<file path="src/design/lup_pkg.sv">
package lup_pkg;

  localparam int UPSAMPLE_FACTOR = 4;
  localparam int LOBES           = 8;
  localparam int SAMPLE_BITS     = 24;
  localparam int COEF_BITS       = 18;

  localparam int TAPS      = 2 * LOBES;
  localparam int SPAN      = LOBES * UPSAMPLE_FACTOR;
  localparam int ROM_DEPTH = TAPS * UPSAMPLE_FACTOR;
  localparam int CFRAC     = COEF_BITS - 2;

  localparam int TAP_W     = $clog2(TAPS);
  localparam int PH_CNT_W  = $clog2(UPSAMPLE_FACTOR);
  localparam int ROM_IDX_W = $clog2(ROM_DEPTH);
  localparam int PHASE_W   = 3;
  localparam int PRIME_W   = $clog2(LOBES + 1);
  localparam int PROD_W    = SAMPLE_BITS + COEF_BITS;
  localparam int ACC_W     = PROD_W + $clog2(TAPS);

  localparam int Q_DEPTH   = 4;
  localparam int Q_PTR_W   = $clog2(Q_DEPTH);
  localparam int Q_CNT_W   = $clog2(Q_DEPTH + 1);

  localparam logic [63:0] PI_Q30 = 64'd3373259426;

  localparam int TAYLOR_DIV [8] = '{6, 20, 42, 72, 110, 156, 210, 272};

  typedef logic signed [SAMPLE_BITS-1:0] sample_t;
  typedef logic signed [COEF_BITS-1:0]   coef_t;
  typedef coef_t [ROM_DEPTH-1:0]         coef_rom_t;

  // one queued item: value to shift in, history clear, and whether it makes a group
  typedef struct packed {
    sample_t val;
    logic    clear;
    logic    emit;
  } job_t;

  typedef enum logic [1:0] {
    ST_IDLE,
    ST_MAC,
    ST_DRAIN,
    ST_OUT
  } back_state_t;

  // restoring long division, truncating, used only while building the rom
  function automatic logic [63:0] udiv64(logic [63:0] num, logic [63:0] den);
    logic [63:0] quo;
    logic [64:0] rem;
    quo = '0;
    rem = '0;
    for (int i = 63; i >= 0; i--) begin
      rem = {rem[63:0], num[i]};
      if (rem >= {1'b0, den}) begin
        rem    = rem - {1'b0, den};
        quo[i] = 1'b1;
      end
    end
    return quo;
  endfunction

  // sin(pi*q/d) in q30, d is the factor or the kernel half-span (lobes times factor)
  function automatic longint sin_pi_q30(longint q, bit wide);
    logic        neg;
    logic [63:0] uq;
    logic [63:0] ud;
    logic [63:0] theta;
    logic [63:0] t2;
    logic [63:0] term;
    longint      sum;
    neg = (q < 0);
    uq  = neg ? 64'(-q) : 64'(q);
    if (wide) begin
      ud    = 64'(SPAN);
      uq    = uq % (2 * SPAN);
    end else begin
      ud    = 64'(UPSAMPLE_FACTOR);
      uq    = uq % (2 * UPSAMPLE_FACTOR);
    end
    if (uq >= ud) begin
      uq  = uq - ud;
      neg = !neg;
    end
    if (2 * uq > ud) uq = ud - uq;
    if (wide) theta = PI_Q30 * uq / SPAN;
    else      theta = PI_Q30 * uq / UPSAMPLE_FACTOR;
    t2   = (theta * theta) >> 30;
    term = theta;
    sum  = longint'(theta);
    for (int k = 1; k <= 8; k++) begin
      term = udiv64((term * t2) >> 30, 64'(TAYLOR_DIV[k-1]));
      if (k % 2 == 1) sum = sum - longint'(term);
      else            sum = sum + longint'(term);
    end
    return neg ? -sum : sum;
  endfunction

  function automatic coef_t lanczos_coef(longint p);
    logic [63:0] ap;
    longint      s1;
    longint      s2;
    logic [63:0] m1;
    logic [63:0] m2;
    logic [63:0] pit1;
    logic [63:0] pit2;
    logic [63:0] u1;
    logic [63:0] u2;
    logic [63:0] mag;
    logic [63:0] cap;
    if (p == 0) return coef_t'(64'd1 << CFRAC);
    ap = (p < 0) ? 64'(-p) : 64'(p);
    if (ap >= 64'(SPAN)) return '0;
    s1   = sin_pi_q30(p, 1'b0);
    s2   = sin_pi_q30(p, 1'b1);
    m1   = (s1 < 0) ? 64'(-s1) : 64'(s1);
    m2   = (s2 < 0) ? 64'(-s2) : 64'(s2);
    pit1 = PI_Q30 * ap / UPSAMPLE_FACTOR;
    pit2 = PI_Q30 * ap / SPAN;
    u1   = udiv64(m1 << 30, pit1);
    u2   = udiv64(m2 << 30, pit2);
    mag  = (u1 * u2 + (64'd1 << (59 - CFRAC))) >> (60 - CFRAC);
    cap  = (64'd1 << (COEF_BITS - 1)) - 64'd1;
    if (mag > cap) mag = cap;
    if ((s1 < 0) != (s2 < 0)) return coef_t'(-longint'(mag));
    return coef_t'(mag);
  endfunction

  function automatic coef_rom_t build_rom();
    coef_rom_t rom;
    longint    p;
    for (int ph = 0; ph < UPSAMPLE_FACTOR; ph++) begin
      for (int j = 0; j < TAPS; j++) begin
        p = longint'(j - LOBES) * UPSAMPLE_FACTOR + ph;
        rom[ph*TAPS + j] = lanczos_coef(p);
      end
    end
    return rom;
  endfunction

  localparam coef_rom_t COEF_ROM = build_rom();

endpackage

</file>
<file path="src/design/lup_front.sv">
module lup_front (
  input  logic                      clk,
  input  logic                      rst,
  input  logic                      in_valid,
  output logic                      in_ready,
  input  lup_pkg::sample_t          sample,
  input  logic                      pad,
  input  logic                      start_req,
  input  logic                      q_full,
  output logic                      push,
  output lup_pkg::job_t             job
);
  import lup_pkg::*;

  logic [PRIME_W-1:0] prime_count;
  logic [PRIME_W-1:0] prime_count_next;
  logic [PRIME_W-1:0] prime_base;

  assign in_ready = !q_full;
  assign push     = in_valid && in_ready;

  // a start request restarts priming with this item counted
  assign prime_base = start_req ? '0 : prime_count;

  always_comb begin
    job.val   = pad ? '0 : sample;
    job.clear = start_req;
    job.emit  = (prime_base == PRIME_W'(LOBES));
    if (prime_base < PRIME_W'(LOBES)) prime_count_next = prime_base + 1'b1;
    else                              prime_count_next = prime_base;
  end

  always_ff @(posedge clk) begin
    if (rst) begin
      prime_count <= '0;
    end else if (push) begin
      prime_count <= prime_count_next;
    end
  end

  a_emit_primed: assert property (@(posedge clk) disable iff (rst)
    push && job.emit |-> !start_req && prime_count == PRIME_W'(LOBES))
    else $error("group issued before priming finished");

endmodule

</file>
<file path="src/design/lup_queue.sv">
module lup_queue (
  input  logic          clk,
  input  logic          rst,
  input  logic          push,
  input  lup_pkg::job_t push_job,
  output logic          full,
  input  logic          pop,
  output lup_pkg::job_t pop_job,
  output logic          empty
);
  import lup_pkg::*;

  job_t               entry [Q_DEPTH];
  logic [Q_PTR_W-1:0] wr_ptr;
  logic [Q_PTR_W-1:0] rd_ptr;
  logic [Q_CNT_W-1:0] count;

  assign full    = (count == Q_CNT_W'(Q_DEPTH));
  assign empty   = (count == '0);
  assign pop_job = entry[rd_ptr];

  always_ff @(posedge clk) begin
    if (rst) begin
      wr_ptr <= '0;
      rd_ptr <= '0;
      count  <= '0;
    end else begin
      if (push) begin
        wr_ptr <= (wr_ptr == Q_PTR_W'(Q_DEPTH - 1)) ? '0 : wr_ptr + 1'b1;
      end
      if (pop) begin
        rd_ptr <= (rd_ptr == Q_PTR_W'(Q_DEPTH - 1)) ? '0 : rd_ptr + 1'b1;
      end
      if (push && !pop)      count <= count + 1'b1;
      else if (pop && !push) count <= count - 1'b1;
    end
  end

  always_ff @(posedge clk) begin
    if (push) entry[wr_ptr] <= push_job;
  end

  a_no_overflow: assert property (@(posedge clk) disable iff (rst)
    push |-> !full || pop)
    else $error("queue written while full");

  a_no_underflow: assert property (@(posedge clk) disable iff (rst)
    pop |-> !empty)
    else $error("queue read while empty");

  a_count_drop: assert property (@(posedge clk) disable iff (rst)
    pop && !push |=> count == $past(count) - 1'b1)
    else $error("queue count did not follow a read");

endmodule

</file>
<file path="src/design/lup_back.sv">
module lup_back (
  input  logic                        clk,
  input  logic                        rst,
  input  logic                        q_empty,
  input  lup_pkg::job_t               job,
  output logic                        pop,
  output logic                        out_valid,
  input  logic                        out_ready,
  output lup_pkg::sample_t            out_sample,
  output logic [lup_pkg::PHASE_W-1:0] phase,
  output logic                        group_last
);
  import lup_pkg::*;

  localparam logic signed [ACC_W-1:0] SAT_HI =
    ACC_W'((64'sd1 <<< (SAMPLE_BITS - 1)) - 64'sd1);
  localparam logic signed [ACC_W-1:0] SAT_LO =
    ACC_W'(-(64'sd1 <<< (SAMPLE_BITS - 1)));
  localparam logic signed [ACC_W-1:0] RND_HALF =
    ACC_W'(64'sd1 <<< (CFRAC - 1));

  back_state_t              state;
  back_state_t              state_next;
  sample_t                  hist [TAPS];
  logic [TAP_W-1:0]         tap;
  logic [TAP_W-1:0]         tap_next;
  logic [PH_CNT_W-1:0]      ph;
  logic [PH_CNT_W-1:0]      ph_next;
  logic signed [PROD_W-1:0] prod;
  logic signed [ACC_W-1:0]  acc;
  logic signed [ACC_W-1:0]  acc_next;
  logic [ROM_IDX_W-1:0]     rom_idx;
  logic signed [ACC_W-1:0]  rounded;
  logic signed [ACC_W-1:0]  shifted;
  sample_t                  sat_val;
  logic                     out_load;
  logic                     last_ph;

  assign rom_idx = ROM_IDX_W'(ph) * ROM_IDX_W'(TAPS) + ROM_IDX_W'(tap);
  assign last_ph = (ph == PH_CNT_W'(UPSAMPLE_FACTOR - 1));

  // round half up, floor shift, then clamp to the sample range
  always_comb begin
    rounded = acc + RND_HALF;
    shifted = rounded >>> CFRAC;
    if (shifted > SAT_HI)      sat_val = sample_t'(SAT_HI);
    else if (shifted < SAT_LO) sat_val = sample_t'(SAT_LO);
    else                       sat_val = sample_t'(shifted);
  end

  always_comb begin
    state_next = state;
    tap_next   = tap;
    ph_next    = ph;
    acc_next   = acc;
    pop        = 1'b0;
    out_load   = 1'b0;
    case (state)
      ST_IDLE: begin
        if (!q_empty) begin
          pop = 1'b1;
          if (job.emit) begin
            state_next = ST_MAC;
            tap_next   = '0;
            ph_next    = '0;
          end
        end
      end
      ST_MAC: begin
        // prod holds the previous tap, stale at tap zero
        acc_next = (tap == '0) ? '0 : acc + ACC_W'(prod);
        tap_next = tap + 1'b1;
        if (tap == TAP_W'(TAPS - 1)) state_next = ST_DRAIN;
      end
      ST_DRAIN: begin
        acc_next   = acc + ACC_W'(prod);
        state_next = ST_OUT;
      end
      ST_OUT: begin
        if (!out_valid || out_ready) begin
          out_load = 1'b1;
          if (last_ph) begin
            state_next = ST_IDLE;
          end else begin
            ph_next    = ph + 1'b1;
            tap_next   = '0;
            state_next = ST_MAC;
          end
        end
      end
      default: begin
        state_next = ST_IDLE;
      end
    endcase
  end

  always_ff @(posedge clk) begin
    if (rst) begin
      state     <= ST_IDLE;
      tap       <= '0;
      ph        <= '0;
      out_valid <= 1'b0;
      for (int j = 0; j < TAPS; j++) hist[j] <= '0;
    end else begin
      state <= state_next;
      tap   <= tap_next;
      ph    <= ph_next;
      if (out_load)       out_valid <= 1'b1;
      else if (out_ready) out_valid <= 1'b0;
      if (pop) begin
        for (int j = TAPS - 1; j > 0; j--) begin
          hist[j] <= job.clear ? '0 : hist[j-1];
        end
        hist[0] <= job.val;
      end
    end
  end

  always_ff @(posedge clk) begin
    acc  <= acc_next;
    prod <= hist[tap] * $signed(COEF_ROM[rom_idx]);
    if (out_load) begin
      out_sample <= sat_val;
      phase      <= PHASE_W'(ph);
      group_last <= last_ph;
    end
  end

  a_last_phase: assert property (@(posedge clk) disable iff (rst)
    out_valid && group_last |-> phase == PHASE_W'(UPSAMPLE_FACTOR - 1))
    else $error("group end flagged on a middle phase");

  a_phase_restart: assert property (@(posedge clk) disable iff (rst)
    state == ST_MAC && $past(state) != ST_MAC |-> tap == '0)
    else $error("tap count not restarted at phase start");

endmodule

</file>
<file path="src/design/lanczos_integer_upsampler.sv">
// channel  dir  handshake           fields
// in       in   in_valid/in_ready   sample[24] s, pad[1], start_req[1]
// out      out  out_valid/out_ready out_sample[24] s, phase[3], group_last[1]
//
// one shared multiply-accumulate takes one tap per cycle: 16 taps, then a drain
// state and an output state per phase, so an item that makes a group of 4 runs
// all its phases in the back end; a priming item only shifts into the history
// reset zeroes the history and priming count at once, no clearing pass
// a 4-deep queue takes input transfers while the back end computes
// a stalled output holds the back end on its finished phase
module lanczos_integer_upsampler (
  input  logic                        clk,
  input  logic                        rst,
  input  logic                        in_valid,
  output logic                        in_ready,
  input  lup_pkg::sample_t            sample,
  input  logic                        pad,
  input  logic                        start_req,
  output logic                        out_valid,
  input  logic                        out_ready,
  output lup_pkg::sample_t            out_sample,
  output logic [lup_pkg::PHASE_W-1:0] phase,
  output logic                        group_last
);
  import lup_pkg::*;

  job_t push_job;
  job_t pop_job;
  logic push;
  logic pop;
  logic q_full;
  logic q_empty;

  lup_front u_front (
    .clk       (clk),
    .rst       (rst),
    .in_valid  (in_valid),
    .in_ready  (in_ready),
    .sample    (sample),
    .pad       (pad),
    .start_req (start_req),
    .q_full    (q_full),
    .push      (push),
    .job       (push_job)
  );

  lup_queue u_queue (
    .clk      (clk),
    .rst      (rst),
    .push     (push),
    .push_job (push_job),
    .full     (q_full),
    .pop      (pop),
    .pop_job  (pop_job),
    .empty    (q_empty)
  );

  lup_back u_back (
    .clk        (clk),
    .rst        (rst),
    .q_empty    (q_empty),
    .job        (pop_job),
    .pop        (pop),
    .out_valid  (out_valid),
    .out_ready  (out_ready),
    .out_sample (out_sample),
    .phase      (phase),
    .group_last (group_last)
  );

endmodule
</file>
<file path="config.mk">
export PLATFORM = sky130hd
export DESIGN_NAME = lanczos_integer_upsampler
export DESIGN_NICKNAME = d
export VERILOG_FILES = /design/src/design/lup_pkg.sv /design/src/design/lup_front.sv /design/src/design/lup_queue.sv /design/src/design/lup_back.sv /design/src/design/lanczos_integer_upsampler.sv
export SDC_FILE = /design/constraint.sdc
export NUM_CORES = 2
export LEC_CHECK = 0
export BUFFER_PORTS_ARGS = -buffer_cell sky130_fd_sc_hd__clkbuf_2
export CAP_MARGIN = 40
export CORE_UTILIZATION = 40
export DETAILED_ROUTE_END_ITERATION = 16
export MAX_ROUTING_LAYER = met4
export PLACE_DENSITY = 0.56
export REMOVE_ABC_BUFFERS = 1
export SLEW_MARGIN = 20
export SYNTH_ARGS = -nofsm -noshare
export SYNTH_HDL_FRONTEND = slang
export SYNTH_SLANG_ARGS = --single-unit
</file>
<file path="constraint.sdc">
create_clock -name clk -period 22.6 [get_ports clk]
set_clock_uncertainty 0.1 [all_clocks]
set_input_delay 4.52 -clock clk [delete_from_list [all_inputs] [get_ports clk]]
set_output_delay 4.52 -clock clk [all_outputs]
set_load 0.1 [all_outputs]
</file>
After elaboration in Yosys (flattened, before gate mapping)
Memory sizes are Yosys's and may differ from the RTL's. A register that Yosys moved wholly into a read port is not among the register bits.
Cells that the tools add are included.

word-level totals
  bits in registers = 135
  bits in writable memories = 488
  bits in read-only memories = 1152
  bits of input ports = 30
  logic and storage cells = 156
  memories kept = 3

memories
  memory           depth  bits a word  rd ports  clocked after memory_dff  write ports  RTL line         RTL
  (no name shown)  64     18           1         0                         0            lup_back.sv:121  prod <= hist[tap] * $signed(COEF_ROM[rom_idx]);
  u_back.hist      16     24           16        1                         16           lup_back.sv:24   sample_t hist [TAPS];
  u_queue.entry    4      26           1         1                         1            lup_queue.sv:13  job_t entry [Q_DEPTH];

cells by class
  add/sub/neg operators = 11
  multipliers = 1
  order comparisons = 4
  eq/ne operators = 14
  mux-type cells = 75
  bitwise logic cells = 16
  reduce and logical (&&, ||, !) cells = 19

operator list
  kind                      number
  $mux W24                  33
  $pmux W46 S2              1
  $add A46 B17 Y46 const B  1
  $add A46 B42 Y46          1
  $add A46 B46 Y46          1
  $mux W46                  1
  $mul A24 B18 Y42          1
  $mux W4                   8
  $gt A30 B24 Y1 const B    1
  $lt A30 B24 Y1 const B    1
  $mux W2                   12
  $mux W18                  1
  $or A1 B1 Y1              16
  $mux W1                   14
  $pmux W4 S3               1
  $eq A2 B2 Y1 const B      5
  $reduce_and A5 Y1         2
  $add A4 B1 Y4 const B     2
  $eq A4 B4 Y1 const B      2
  $pmux W2 S4               1
  $reduce_bool A2 Y1        4
  $lt A6 B7 Y1 const B      1
  $add A2 B1 Y2 const B     3
  $add A6 B4 Y6             1
  other kinds (17)          26

Depth between registers and ports, before layout
  word-level depth = 7
  mapped depth = 33
  gate-level depth less buffers = 32

Cells and area by module
Synthesis repeated with hierarchy kept, for this count alone.

unflattened totals
  cell total of the unflattened synthesis = 3910
  area total of the unflattened synthesis = 45287.2 um^2

by module, submodules not included
  module     instances  cells each  area an instance (um^2)
  lup_back   1          3680        40675.3
  lup_queue  1          180         4237.8
  lup_front  1          50          374.1

Worst setup path after synthesis
Ideal clock, no wire load.

  path kind = input to register
  from = input rst
  to = memory u_back.hist[0][0] in the netlist's numbering, enable pin
  data arrival time = 13.683 ns
  data required time = 21.681 ns
  slack = 7.998 ns
  stages on the path = 1
  buffers on the path = 0
  path through = nand2b_1

RTL lines
  element          RTL line                         RTL
  start, declared  lanczos_integer_upsampler.sv:13  input logic rst,
  end, declared    lup_back.sv:24

Worst setup path after layout
  from = register u_back.tap[0]
  to = register u_back.prod[41]

between the ends
  longest elaborated chain between the ends = 4

ends and longest elaborated chain
  element                         RTL line         RTL
  start, declared                 lup_back.sv:25   logic [TAP_W-1:0] tap;
  start signal, assigned          lup_back.sv:106  tap <= tap_next;
  $add A6 B4 Y6                   lup_back.sv:39   assign rom_idx = ROM_IDX_W'(ph) * ROM_IDX_W'(TAPS) + ROM_IDX_W'(tap);
  $mem_v2 Z64 W18                 n/a
  $mux W18 (not written as such)  lup_back.sv:121
  $mul A24 B18 Y42                lup_back.sv:121
  end signal, assigned            lup_back.sv:121
  end, declared                   lup_back.sv:29   logic signed [PROD_W-1:0] prod;

No other way between the ends. The select of a mux whose other input is x is not followed.
A chain may end at the register's enable or synchronous reset.

==> run metrics <==
Synth Area in XOR/XNOR 2.08%; peak supply drop approximately 87 uV; first-pass GRT wire length 154 mm; Psw 1.49 mW; Root Buffer clkbuf_16; Hold Violations, Final 0; die height 337 um; clock-pin slew on the worst setup and hold paths around 0.060 ns; final setup vio count 0; starting density of the core 40.5%; Ports 60; worst skew pair latency around 0.66 ns; Routed WL 93.2 mm; share of synthesized registers carrying an async set or reset 0%; post-synthesis mux area share 7.50%; Mapped Avg Cell Area 11.6 um2; sequential fraction of the synthesis area 40.5%; CTS sink cnt about 630; simple-gate portion of the synthesized area 14.2%; cell mode on critical path fa_1; crit path DAT 9.98 ns; critical path required time 23.03 ns; post-layout util 44.3%; antenna-violating nets left 0; htree depth 3; final cell count without fillers 5404; Leak Pwr 20.9 nW; port bufs 58; area grow syn2layout 9.49%; slowest cell on the critical path dfxtp_1; #FFs+latches synth 629; Longest Clk Path Bufs 3; Tot GR Track Use 17.5%; max cap viols 0; Cell Pwr Density around 90 nW/um2; status finished clean; top cell type's share of synthesized area 37.4%; layout cell share with drive strength beyond 1 approximately 10%; post-CTS setup buffers 0; part of the power in registers ~45%; main combinational cell family by area after synthesis adder cells; Die ar. around 110000 um2; Finished Cell Area about 49000 um2; number of global-route vias before repair roughly 28000; drt drc 0; Synth Area in Compound Gates around 5.8%; first drt pass iteration count 5; Max FO, Critical Path 24; yosys synthesis warning count 0; TritonCTS clock tree done; Synth area leaders edfxtp_1, fa_1, mux4_2; RePlAce Congestion 0.850; EDFF count, synth 561; ant diodes 0; Comb power frac 28.8%; Clock Power Share 26.0%; Core Area 111000 um2; area of the mapped netlist 45000 um2; cell total after placement roughly 5300; delay of the slowest critical-path stage just over 0.8 ns; min cycle time layout 9.55 ns; Final Power approximately 4.4 mW; post-route clock period utilization 42.3%; worst hold path type flop to flop; # hold bufs at CTS 0; commonest non-fill, non-tap cells in the layout edfxtp_1, inv_1, fa_1; Worst setup SP type flop; post-DP HPWL between 60 and 70 mm; RSZ-0062 raised after global routing false; TNS Setup 0 ns; Core Rows 122; nets roughly 4500; total global routing overflow 0; commonest non-fill, non-tap cell in the layout edfxtp_1; slew at the pin with the worst max-slew slack 1.07 ns; switching share of power approximately 34%; Max Slew Vio Count 0; Yosys top cell by area edfxtp_1; fmax 105 MHz; largest net degree at the start of global routing 330; WL/cell 17.2 um; relative slew slack 28.4%; Post-Synth Adder-Cell Area a little under a quarter; Post-synth top flop edfxtp_1; initial drt markers between 1500 and 2000; via-per-instance ratio 5.05; initial antenna violation count 1; routed via count ~27000; # resized after CTS 0; Worst Setup End Kind flop; Die X 337 um; critical path type flop to flop; Cell variety after synth 76; internal power about 2.9 mW; Synth Instances 3870; TritonCTS Buffers 73; dpl cell area 46900 um2
-- power groups by stage --
stage | Sequential, mW | Clock (mW) | Combinational (mW)
2_1_floorplan | 2.09 | 0 | 0.905
3_3_place_gp | 2.03 | 0 | 1.26
3_5_place_dp | 2.02 | 0 | 1.29
4_1_cts | 2.00 | 1.19 | 1.29
5_1_grt | 2.06 | 1.23 | 1.41
6_report | 2.00 | 1.15 | 1.27
-- synthesized netlist by cell type (all sizes together) (7+ instances only) --
cell type / n
edfxtp: 561
inv: 528
fa: 427
and2: 405
nand2: 405
ha: 175
clkbuf: 155
nor2: 151
mux4: 143
nor2b: 136
o21ai: 115
a21oi: 105
dfxtp: 68
xnor2: 62
a21o: 49
xor2: 45
buf: 35
nand2b: 35
nand3: 25
a211oi: 17
nor3: 17
and3: 16
o211ai: 16
nand4: 15
or2: 13
a31oi: 11
mux2i: 11
o21a: 11
o21bai: 9
o31ai: 8
or3: 8
o221ai: 7
-- kinds of logic (layout without fill, tap and decap cells) --
kind of cell             count (synthesis)  count (layout)
AO/OA/AOI/OAI                          411             411
XOR/XNOR                               107             107
multiplexers                           158             158
AND/OR/NAND/NOR                       1244            1244
other                                    1               1
flip-flops                             629             629
buffers and inverters                  718             764
adder cells (fa/ha/maj)                602             602
-- stage by stage --
step | hold slack (ns) | setup WS [ns]
floorplan | 0.339 | 8.00
global placement | 0.370 | 12.89
detailed placement | 0.380 | 13.04
finish | 0.390 | 13.05
global route | 0.417 | 12.43
CTS | 0.393 | 13.04
-- routing by layer --
metal	vias up	global-route usage, %	part of all wire [%]
met2	530	26.9	45
met1	13800	24.5	49
met5	-	-	0
met3	122	2.67	4.1
met4	0	3.96	1.8
li1	12900	-	-
-- sequential cells by signal, summed over array words and instances (netlist names), named ones only --
name	count
u_back.hist	384
u_queue.entry	104
u_back.acc	46
u_back.prod	42
u_back.out_sample	24
u_back.tap	4
u_front.prime_count	4
u_queue.count	3
u_back.ph	2
u_back.phase	2
u_back.state	2
u_queue.rd_ptr	2
u_queue.wr_ptr	2
u_back.group_last	1
u_back.out_valid	1
-- final cells by class --
class / count / area [um2]
flip-flops and latches: 629 / 18200
fillers: 10500 / 61900
repair buffers: 103 / 752
clock inverters: 34 / 359
multi-input cells: 2523 / 24100
clock buffers: 99 / 1960
well taps: 1488 / 1860
inverters: 528 / 1980
-- worst paths after layout --
kind	cells after the start	start	slack (ns)	end
worst max-delay path	31	u_back.tap[0]$_SDFFE_PP0P_	13.05	u_back.prod[41]$_DFF_P_
worst min-delay path	2	u_queue.rd_ptr[1]$_SDFFE_PP0P_	0.39	u_queue.rd_ptr[1]$_SDFFE_PP0P_
worst max register to register	31	u_back.tap[0]$_SDFFE_PP0P_	13.05	u_back.prod[41]$_DFF_P_
worst min register to register	2	u_queue.rd_ptr[1]$_SDFFE_PP0P_	0.39	u_queue.rd_ptr[1]$_SDFFE_PP0P_
-- worst max-delay path: cells and delay by family, from the launching register on --
kind,cells,cell delay [ns]
AND/OR/NAND/NOR,4,1.17
adder cells (fa/ha/maj),8,3.88
XOR/XNOR,1,0.09
AO/OA/AOI/OAI,10,1.89
multiplexers,1,0.17
buffers and inverters,7,1.29
flip-flops,1,0.81
Power figures use the tool's default switching activity.
